===== config.mk =====
export PLATFORM = sky130hd
export DESIGN_NAME = lru_timestamp_table
export DESIGN_NICKNAME = d
export VERILOG_FILES = /design/src/rtl/ltt_pkg.sv /design/src/rtl/lru_timestamp_table.sv /design/src/rtl/ltt_ctrl.sv /design/src/rtl/ltt_dp.sv
export VERILOG_INCLUDE_DIRS = /design/src /design/src/rtl
export SDC_FILE = /design/constraint.sdc
export NUM_CORES = 2
export LEC_CHECK = 0
export BUFFER_PORTS_ARGS = -buffer_cell sky130_fd_sc_hd__buf_4
export CORE_MARGIN = 2
export CORE_UTILIZATION = 30
export DETAILED_ROUTE_END_ITERATION = 6
export GPL_TIMING_DRIVEN = 0
export SLEW_MARGIN = 25
export SYNTH_ARGS = -nofsm -noshare
export SYNTH_HDL_FRONTEND = slang
export SYNTH_HIERARCHICAL = 1
export SYNTH_SLANG_ARGS = --single-unit

===== constraint.sdc =====
create_clock -name clk -period 7.8 [get_ports clk]
set_clock_uncertainty 0.05 [all_clocks]
set_input_delay 0.39 -clock clk [delete_from_list [all_inputs] [get_ports clk]]
set_output_delay 0.39 -clock clk [all_outputs]
set_load 0.02 [all_outputs]

===== src/rtl/lru_timestamp_table_macros.svh =====
// Assertion macros shared by the LRU timestamp table RTL.
// Each macro expects clk and rst_n to exist in the module that uses it.
`ifndef LRU_TIMESTAMP_TABLE_MACROS_SVH
`define LRU_TIMESTAMP_TABLE_MACROS_SVH

// Same-cycle implication, checked outside reset.
`define LTT_ASSERT_IMPL(label, ante, cons) \
    label: assert property (@(posedge clk) disable iff (!rst_n) (ante) |-> (cons)) \
        else $error("lru table check failed");

// Next-cycle implication, checked outside reset.
`define LTT_ASSERT_NEXT(label, ante, cons) \
    label: assert property (@(posedge clk) disable iff (!rst_n) (ante) |=> (cons)) \
        else $error("lru table check failed");

`endif


===== src/rtl/ltt_pkg.sv =====
// Shared types and constants for the LRU timestamp table.
// Used by ltt_ctrl, ltt_dp and lru_timestamp_table; depends on nothing.
`default_nettype none

package ltt_pkg;

    localparam int ID_BITS     = 10;
    localparam int TIME_BITS   = 32;
    localparam int COUNT_BITS  = 32;
    localparam int USED_BITS   = 5;
    localparam int ENTRIES_DEF = 16;

    // Command codes; any code with the high bit set clears the table.
    localparam logic [1:0] CMD_TOUCH = 2'd0;
    localparam logic [1:0] CMD_EVICT = 2'd1;
    localparam logic [1:0] CMD_CLEAR = 2'd2;

    typedef enum logic [2:0] {
        ST_HIT      = 3'd0,
        ST_INSERTED = 3'd1,
        ST_FULL     = 3'd2,
        ST_EVICTED  = 3'd3,
        ST_NONE     = 3'd4,
        ST_CLEARED  = 3'd5
    } status_t;

    typedef struct packed {
        logic [1:0]            command;
        logic [ID_BITS-1:0]    item_id;
        logic [TIME_BITS-1:0]  now_time;
    } req_t;

    typedef struct packed {
        status_t               status;
        logic [ID_BITS-1:0]    result_id;
        logic [COUNT_BITS-1:0] result_count;
        logic [USED_BITS-1:0]  entries_used;
    } rsp_t;

    typedef struct packed {
        logic [ID_BITS-1:0]    id;
        logic [TIME_BITS-1:0]  stamp;
        logic [COUNT_BITS-1:0] count;
    } entry_t;

    typedef enum logic [1:0] {
        FSM_IDLE   = 2'd0,
        FSM_SCAN   = 2'd1,
        FSM_LAST   = 2'd2,
        FSM_FINISH = 2'd3
    } fsm_t;

    // Controller to datapath.
    typedef struct packed {
        logic load;
        logic scan;
        logic read_last;
        logic finish;
    } ctrl_cmd_t;

    // Datapath to controller.
    typedef struct packed {
        logic is_clear;
        logic is_evict;
        logic scan_done;
        logic evict_found;
    } ctrl_sts_t;

endpackage

`default_nettype wire


===== src/rtl/lru_timestamp_table.sv =====
// LRU timestamp table: id lookup with last-use time, use count and eviction.
// Top level; depends on ltt_pkg, ltt_ctrl and ltt_dp.
//
// Usage: drive request (command, item_id, now_time) and raise start. A command
// is taken at a rising edge where start is high and busy is low. Exactly one
// result beat follows: result (status, result_id, result_count, entries_used)
// is valid for the single cycle in which done is high, and the receiver must
// take it then; there is no back-pressure on the result side.
// Timing: the entry memory is scanned one entry per cycle through its single
// read port; a touch or an evict passes through the scan and then a commit step,
// whose result is registered and shown with done. An evict that removes an
// entry adds a step between scan and commit that reads the tail entry that
// refills the slot. A clear leaves the scan state straight for the commit step.
// busy drops in the cycle done rises, so the next command may be accepted then.
// Reset (rst_n low, asynchronous) empties the table and drops busy and done;
// the memory itself is not cleared, since only entries below the fill level
// are ever read.
`default_nettype none

module lru_timestamp_table #(
    parameter int ENTRIES = ltt_pkg::ENTRIES_DEF
) (
    input  wire logic          clk,
    input  wire logic          rst_n,
    input  wire logic          start,
    output logic               busy,
    input  wire ltt_pkg::req_t request,
    output logic               done,
    output ltt_pkg::rsp_t      result
);

    ltt_pkg::ctrl_cmd_t ctl;
    ltt_pkg::ctrl_sts_t sts;

    ltt_ctrl u_ctrl (
        .clk   (clk),
        .rst_n (rst_n),
        .start (start),
        .sts   (sts),
        .ctl   (ctl),
        .busy  (busy)
    );

    ltt_dp #(
        .ENTRIES (ENTRIES)
    ) u_dp (
        .clk     (clk),
        .rst_n   (rst_n),
        .request (request),
        .ctl     (ctl),
        .sts     (sts),
        .result  (result),
        .done    (done)
    );

endmodule

`default_nettype wire


===== src/rtl/ltt_ctrl.sv =====
// Sequencer for the LRU timestamp table: scan, tail read and commit steps.
// Depends on ltt_pkg; drives the ltt_dp datapath through ctrl_cmd_t.
`default_nettype none

module ltt_ctrl (
    input  wire logic               clk,
    input  wire logic               rst_n,
    input  wire logic               start,
    input  wire ltt_pkg::ctrl_sts_t sts,
    output ltt_pkg::ctrl_cmd_t      ctl,
    output logic                    busy
);

    ltt_pkg::fsm_t state_reg;
    ltt_pkg::fsm_t state_next;

    always_ff @(posedge clk or negedge rst_n)
    begin
        if (!rst_n)
        begin
            state_reg <= ltt_pkg::FSM_IDLE;
        end
        else
        begin
            state_reg <= state_next;
        end
    end

    always_comb
    begin
        state_next = state_reg;
        unique case (state_reg)
            ltt_pkg::FSM_IDLE:
            begin
                if (start)
                begin
                    state_next = ltt_pkg::FSM_SCAN;
                end
            end
            ltt_pkg::FSM_SCAN:
            begin
                if (sts.is_clear)
                begin
                    state_next = ltt_pkg::FSM_FINISH;
                end
                else if (sts.scan_done)
                begin
                    // A found victim needs the tail entry to fill its slot.
                    if (sts.is_evict && sts.evict_found)
                    begin
                        state_next = ltt_pkg::FSM_LAST;
                    end
                    else
                    begin
                        state_next = ltt_pkg::FSM_FINISH;
                    end
                end
            end
            ltt_pkg::FSM_LAST:
            begin
                state_next = ltt_pkg::FSM_FINISH;
            end
            ltt_pkg::FSM_FINISH:
            begin
                state_next = ltt_pkg::FSM_IDLE;
            end
            default:
            begin
                state_next = ltt_pkg::FSM_IDLE;
            end
        endcase
    end

    always_comb
    begin
        ctl           = '0;
        busy          = 1'b1;
        unique case (state_reg)
            ltt_pkg::FSM_IDLE:
            begin
                busy     = 1'b0;
                ctl.load = start;
            end
            ltt_pkg::FSM_SCAN:
            begin
                ctl.scan = 1'b1;
            end
            ltt_pkg::FSM_LAST:
            begin
                ctl.read_last = 1'b1;
            end
            ltt_pkg::FSM_FINISH:
            begin
                ctl.finish = 1'b1;
            end
            default:
            begin
                busy = 1'b1;
            end
        endcase
    end

endmodule

`default_nettype wire


===== src/rtl/ltt_dp.sv =====
// Datapath of the LRU timestamp table: entry memory, scan compare and commit.
// Depends on ltt_pkg and lru_timestamp_table_macros.svh; sequenced by ltt_ctrl.
`default_nettype none
`include "lru_timestamp_table_macros.svh"

module ltt_dp #(
    parameter int ENTRIES = ltt_pkg::ENTRIES_DEF
) (
    input  wire logic               clk,
    input  wire logic               rst_n,
    input  wire ltt_pkg::req_t      request,
    input  wire ltt_pkg::ctrl_cmd_t ctl,
    output ltt_pkg::ctrl_sts_t      sts,
    output ltt_pkg::rsp_t           result,
    output logic                    done
);

    localparam int FW = $clog2(ENTRIES + 1);
    localparam int AW = (ENTRIES > 1) ? $clog2(ENTRIES) : 1;

    // Entry memory: one write and one read port, read data registered.
    ltt_pkg::entry_t entry_mem [ENTRIES];
    ltt_pkg::entry_t rd_data_reg;

    ltt_pkg::req_t   req_reg, req_next;
    logic [FW-1:0]   fill_reg, fill_next;
    logic [FW-1:0]   scan_idx_reg, scan_idx_next;
    logic            rd_vld_reg, rd_vld_next;
    logic [AW-1:0]   rd_idx_reg, rd_idx_next;
    logic            hit_reg, hit_next;
    logic [AW-1:0]   hit_idx_reg, hit_idx_next;
    logic [ltt_pkg::COUNT_BITS-1:0] hit_cnt_reg, hit_cnt_next;
    logic            found_reg, found_next;
    logic [ltt_pkg::TIME_BITS-1:0]  best_time_reg, best_time_next;
    logic [AW-1:0]   best_idx_reg, best_idx_next;
    logic [ltt_pkg::ID_BITS-1:0]    best_id_reg, best_id_next;
    ltt_pkg::rsp_t   result_reg, result_next;
    logic            done_reg, done_next;

    logic            issue;
    logic            rd_en;
    logic [AW-1:0]   rd_addr;
    logic [FW-1:0]   fill_m1;
    logic            wr_en;
    logic [AW-1:0]   wr_addr;
    ltt_pkg::entry_t wr_data;
    logic            is_clear;
    logic            is_evict;
    logic            id_match;
    logic            older;
    logic [ltt_pkg::COUNT_BITS-1:0] cnt_inc;
    logic [31:0]     used_wide;

    assign is_clear = req_reg.command[1];
    assign is_evict = (req_reg.command == ltt_pkg::CMD_EVICT);
    assign fill_m1  = fill_reg - 1'b1;
    assign issue    = ctl.scan && (scan_idx_reg < fill_reg);
    assign rd_en    = issue || ctl.read_last;
    assign rd_addr  = ctl.read_last ? fill_m1[AW-1:0] : scan_idx_reg[AW-1:0];

    assign id_match = rd_vld_reg && !hit_reg && (rd_data_reg.id == req_reg.item_id);
    assign older    = rd_vld_reg && (rd_data_reg.stamp < best_time_reg);
    assign cnt_inc  = (hit_cnt_reg == '1) ? hit_cnt_reg : hit_cnt_reg + 1'b1;

    always_ff @(posedge clk)
    begin
        if (wr_en)
        begin
            entry_mem[wr_addr] <= wr_data;
        end
        if (rd_en)
        begin
            rd_data_reg <= entry_mem[rd_addr];
        end
    end

    always_comb
    begin
        req_next       = req_reg;
        fill_next      = fill_reg;
        scan_idx_next  = scan_idx_reg;
        rd_vld_next    = issue;
        rd_idx_next    = rd_idx_reg;
        hit_next       = hit_reg;
        hit_idx_next   = hit_idx_reg;
        hit_cnt_next   = hit_cnt_reg;
        found_next     = found_reg;
        best_time_next = best_time_reg;
        best_idx_next  = best_idx_reg;
        best_id_next   = best_id_reg;
        result_next    = result_reg;
        done_next      = 1'b0;
        wr_en          = 1'b0;
        wr_addr        = '0;
        wr_data        = rd_data_reg;
        used_wide      = '0;

        if (ctl.load)
        begin
            req_next       = request;
            scan_idx_next  = '0;
            hit_next       = 1'b0;
            found_next     = 1'b0;
            best_time_next = '1;
        end

        if (issue)
        begin
            scan_idx_next = scan_idx_reg + 1'b1;
            rd_idx_next   = rd_addr;
        end

        // Compare stage: works on the entry read in the previous cycle.
        if (id_match)
        begin
            hit_next     = 1'b1;
            hit_idx_next = rd_idx_reg;
            hit_cnt_next = rd_data_reg.count;
        end
        if (older)
        begin
            found_next     = 1'b1;
            best_time_next = rd_data_reg.stamp;
            best_idx_next  = rd_idx_reg;
            best_id_next   = rd_data_reg.id;
        end

        if (ctl.finish)
        begin
            done_next   = 1'b1;
            result_next = '0;
            if (is_clear)
            begin
                fill_next          = '0;
                result_next.status = ltt_pkg::ST_CLEARED;
            end
            else if (is_evict)
            begin
                if (found_reg)
                begin
                    // The tail entry read last cycle moves into the victim slot.
                    wr_en                 = 1'b1;
                    wr_addr               = best_idx_reg;
                    wr_data               = rd_data_reg;
                    fill_next             = fill_m1;
                    result_next.status    = ltt_pkg::ST_EVICTED;
                    result_next.result_id = best_id_reg;
                end
                else
                begin
                    result_next.status = ltt_pkg::ST_NONE;
                end
            end
            else
            begin
                result_next.result_id = req_reg.item_id;
                if (hit_reg)
                begin
                    wr_en                    = 1'b1;
                    wr_addr                  = hit_idx_reg;
                    wr_data.id               = req_reg.item_id;
                    wr_data.stamp            = req_reg.now_time;
                    wr_data.count            = cnt_inc;
                    result_next.status       = ltt_pkg::ST_HIT;
                    result_next.result_count = cnt_inc;
                end
                else if (fill_reg < FW'(ENTRIES))
                begin
                    wr_en                    = 1'b1;
                    wr_addr                  = fill_reg[AW-1:0];
                    wr_data.id               = req_reg.item_id;
                    wr_data.stamp            = req_reg.now_time;
                    wr_data.count            = ltt_pkg::COUNT_BITS'(1);
                    fill_next                = fill_reg + 1'b1;
                    result_next.status       = ltt_pkg::ST_INSERTED;
                    result_next.result_count = ltt_pkg::COUNT_BITS'(1);
                end
                else
                begin
                    result_next.status = ltt_pkg::ST_FULL;
                end
            end
            used_wide                = 32'(fill_next);
            result_next.entries_used = used_wide[ltt_pkg::USED_BITS-1:0];
        end
    end

    always_ff @(posedge clk or negedge rst_n)
    begin
        if (!rst_n)
        begin
            fill_reg     <= '0;
            scan_idx_reg <= '0;
            rd_vld_reg   <= 1'b0;
            hit_reg      <= 1'b0;
            found_reg    <= 1'b0;
            done_reg     <= 1'b0;
        end
        else
        begin
            fill_reg     <= fill_next;
            scan_idx_reg <= scan_idx_next;
            rd_vld_reg   <= rd_vld_next;
            hit_reg      <= hit_next;
            found_reg    <= found_next;
            done_reg     <= done_next;
        end
    end

    always_ff @(posedge clk)
    begin
        req_reg       <= req_next;
        rd_idx_reg    <= rd_idx_next;
        hit_idx_reg   <= hit_idx_next;
        hit_cnt_reg   <= hit_cnt_next;
        best_time_reg <= best_time_next;
        best_idx_reg  <= best_idx_next;
        best_id_reg   <= best_id_next;
        result_reg    <= result_next;
    end

    assign sts.is_clear    = is_clear;
    assign sts.is_evict    = is_evict;
    assign sts.scan_done   = !issue && !rd_vld_reg;
    assign sts.evict_found = found_reg;

    assign result = result_reg;
    assign done   = done_reg;

    `LTT_ASSERT_IMPL(a_fill_bound, 1'b1, fill_reg <= FW'(ENTRIES))
    `LTT_ASSERT_NEXT(a_finish_strobes, ctl.finish, done_reg)
    `LTT_ASSERT_IMPL(a_read_only_in_scan, rd_vld_reg, $past(ctl.scan))
    `LTT_ASSERT_IMPL(a_insert_grows, done_reg && result_reg.status == ltt_pkg::ST_INSERTED, fill_reg == FW'($past(fill_reg) + 1'b1))
    `LTT_ASSERT_IMPL(a_evict_shrinks, done_reg && result_reg.status == ltt_pkg::ST_EVICTED, fill_reg == FW'($past(fill_reg) - 1'b1))

endmodule

`default_nettype wire

==> out/results.ini <==
[cells_and_area]
nNetsFinal = 4649
largest_reg_flops = 1184
final_area_sq_um = 69100
finalNonFillerCells = 7206
final_core_utilization_pct = 35.9
synthToLayoutAreaGrowth_pct = 18.6
layout-drive-gt1-share_pct = 11.2

[die]
core_area_sq_um = 193000
die_area_sq_um = 198000
start_util_pct = 30.2
fp-row-count = 161
die_y_microns = 445
die_w_microns = 445
ios = 99

[clock_tree]
cts_tree = yes
path_clk_slew_ns = 0.07
cts-buffers-inserted = 143
htree_levels = 4
worst_skew_pair.late_latency_ns = 0.78
cts_resized = 0
cts-root-buf = clkbuf_16
clock-sinks = 1454
clk_path_buf_depth = 3

[logic_synthesis]
ys_seq_area_share_pct = 74.8
synthTopCellsByArea = edfxtp_1 74%, nand2_1 6.1%, a311oi_1 3.3%
syn-instance-count = 4197
netlist_top_cells_count = 1438 x edfxtp_1, 950 x nand2_1, 316 x nand3_1
ys.flop_type = edfxtp_1
synth_top_area_share_pct = 74.1
yosysMostFrequentCell = edfxtp_1
ys_seq_elements = 1454
ys_warn_count = 6
synth.largest_area_cell = edfxtp_1
synthesis.nets = 4289
postSynth.asyncResetShare_pct = 1.10
synth-edff-count = 1438
syn_area_sq_um = 58300
synth.distinct_cells = 58
syn_avg_cell_area_sq_um = 13.9

[sta]
hold_viol_final = 0
setup_viol = 0
post-route-period-util_pct = 58.8
fin_hold_ws_ns = 0.281
timing.setup.tns_ns = 0
timing.final.ws_setup_ns = 3.21
maxSlewHeadroom_pct = 27.0
max_clock_freq_mhz = 218
fin_crit_ns = 4.59
slew_violations = 0
rsz0062_at_grt = no
worstMarginPinSlew_ns = 1.09

[power_and_ir_drop]
power_frac_clock_pct = 22.8
leakagePower_nw = 23.0
switchingPower_mw = 11.7
sw_frac_of_total_pct = 39.9
ir_worst_vdd_v = 0.000396
pwr-share-seq_pct = 37.8
internal_power_mw = 17.6
power.density_nw_per_um2 = 425
total_power_mw = 29.3
power_frac_comb_pct = 39.4

[run_status]
status = complete, no violations

[critical_path]
crit_arrival_ns = 5.06
critPathMaxStageDelay_ns = 0.70
r2r_end = u_dp/rd_data_reg[65]
reg2reg_from = u_dp/fill_reg[0]
path_cells = inv_2 -> ha_1 -> xnor2_1 -> a21oi_2 -> buf_2 -> buf_2 -> clkbuf_1 -> a31oi_1 -> a21oi_1
start_kind = flop
worstPathRequired_ns = 8.27
cp_common_cell = buf_2
rrSetupSlack_ns = 3.21
reg2reg_depth = 9
endpoint = u_dp/rd_data_reg[65]
crit_fanout = 10
cpMaxStageDelayCell = a21oi_2
crit_path_end_kind = flop
startpoint = u_dp/fill_reg[0]
crit_type = flop to flop

[global_route]
gr-usage-met3_pct = 2.45
antenna_found_initial = 7
grt.total_usage_pct = 15.6
grt_overflow = 0
grt_max_degree = 40
grt_pass1_vias = 35900
grt_use_met2_pct = 26.6
grt_pass1_wl_microns = 233000
gr-usage-met1_pct = 19.4
busiest_layer = met2

[detailed_routing]
wl_per_cell_microns = 21.9
ant_nets = 0
via_count = 36400
drc = 0
drt_iter0_markers = 3358
wl_microns = 158000
drt-pass1-iter-count = 5
vias_per_cell = 5.05

[place]
dp.cells = 6891
place_congestion = 0.834
dp_hpwl_microns = 112000
pre_cts_ws_ns = 3.27
postPlaceCellArea_sq_um = 64000
placement.io_buffers = 98

[worst_hold_path]
hold_class = input pin to flop

[flow_run]
cap_viol_max_count = 0

-- worst min path at each step --
stage | depth (start not counted) | endpoint | slack (ns) | from
final | 2 | u_dp/req_reg[8] | 0.28 | request[8]
after global routing | 2 | u_dp/req_reg[8] | 0.25 | request[8]
after CTS | 2 | u_dp/req_reg[26] | 0.23 | request[26]
after detailed placement | 1 | u_dp/done | 0.23 | rst_n
after global placement | 1 | u_dp/done | 0.23 | rst_n
after floorplan | 0 | u_ctrl/state_reg[0] | 0.04 | rst_n
-- placed cells by master, fill, tap and decap left out, types with 30 or more instances in the layout --
cell type	count
a21oi_1	102
inv_1	42
a311oi_1	222
xor2_1	30
buf_4	107
a211oi_1	151
nor2_1	71
a31oi_1	76
nand3_1	316
dlygate4sd3_1	47
ha_1	44
edfxtp_1	1438
and3_1	156
mux2_1	32
buf_2	73
o21ai_2	31
clkbuf_16	145
nand2_1	950
buf_16	41
nand2b_1	43
clkbuf_1	242
-- kinds of logic (layout without fill, tap and decap cells) --
family,Yosys count,in the layout,synth area share (%)
XOR/XNOR,44,44,0.661
flip-flops,1454,1454,74.8
buffers and inverters,344,817,2.42
AND/OR/NAND/NOR,1638,1638,12.5
other,0,10,0
adder cells (fa/ha/maj),45,45,0.966
multiplexers,47,47,0.908
AO/OA/AOI/OAI,625,625,7.79
-- layout make-up --
class	count	area, sq um
Fill cell	18100	124000
Sequential cell	1454	43600
Tap cell	2526	3160
Multi-Input combinational cell	2399	13600
Clock inverter	74	744
Inverter	46	173
Timing Repair Buffer	215	2830
Clock buffer	184	3770
Antenna cell	10	25.0
Buffer	298	1250
-- metal layers --
| layer | part of all wire (%) | wire length, microns |
|---|---|---|
| met5 | 0 | 0 |
| met4 | 4.5 | 7050 |
| met3 | 6.4 | 10000 |
| met2 | 49 | 78000 |
| met1 | 40 | 62900 |
-- what timing repair did --
action	in CTS	in global routing
setup endpoints to repair	0	0
hold endpoints to repair	61	0
hold buffers	47	0
buffers inserted	0	0
-- power groups by stage --
stage	registers, mW	clock network, mW	logic [mW]
after CTS	11.1	6.81	11.5
after global routing	11.1	7.10	12.5
final	11.1	6.69	11.6
after floorplan	11.2	0	6.53
after global placement	11.4	0	11.0
after detailed placement	11.3	0	11.5
-- critical path: cells and delay by family, from the launching register on --
family / cells / cell delay [ns]
compound gates: 3 / 1.31
fa+ha+maj: 1 / 0.25
buf+inv: 4 / 2.00
xor+xnor: 1 / 0.15
flops: 1 / 0.52
(Power assumes the default switching activity.)
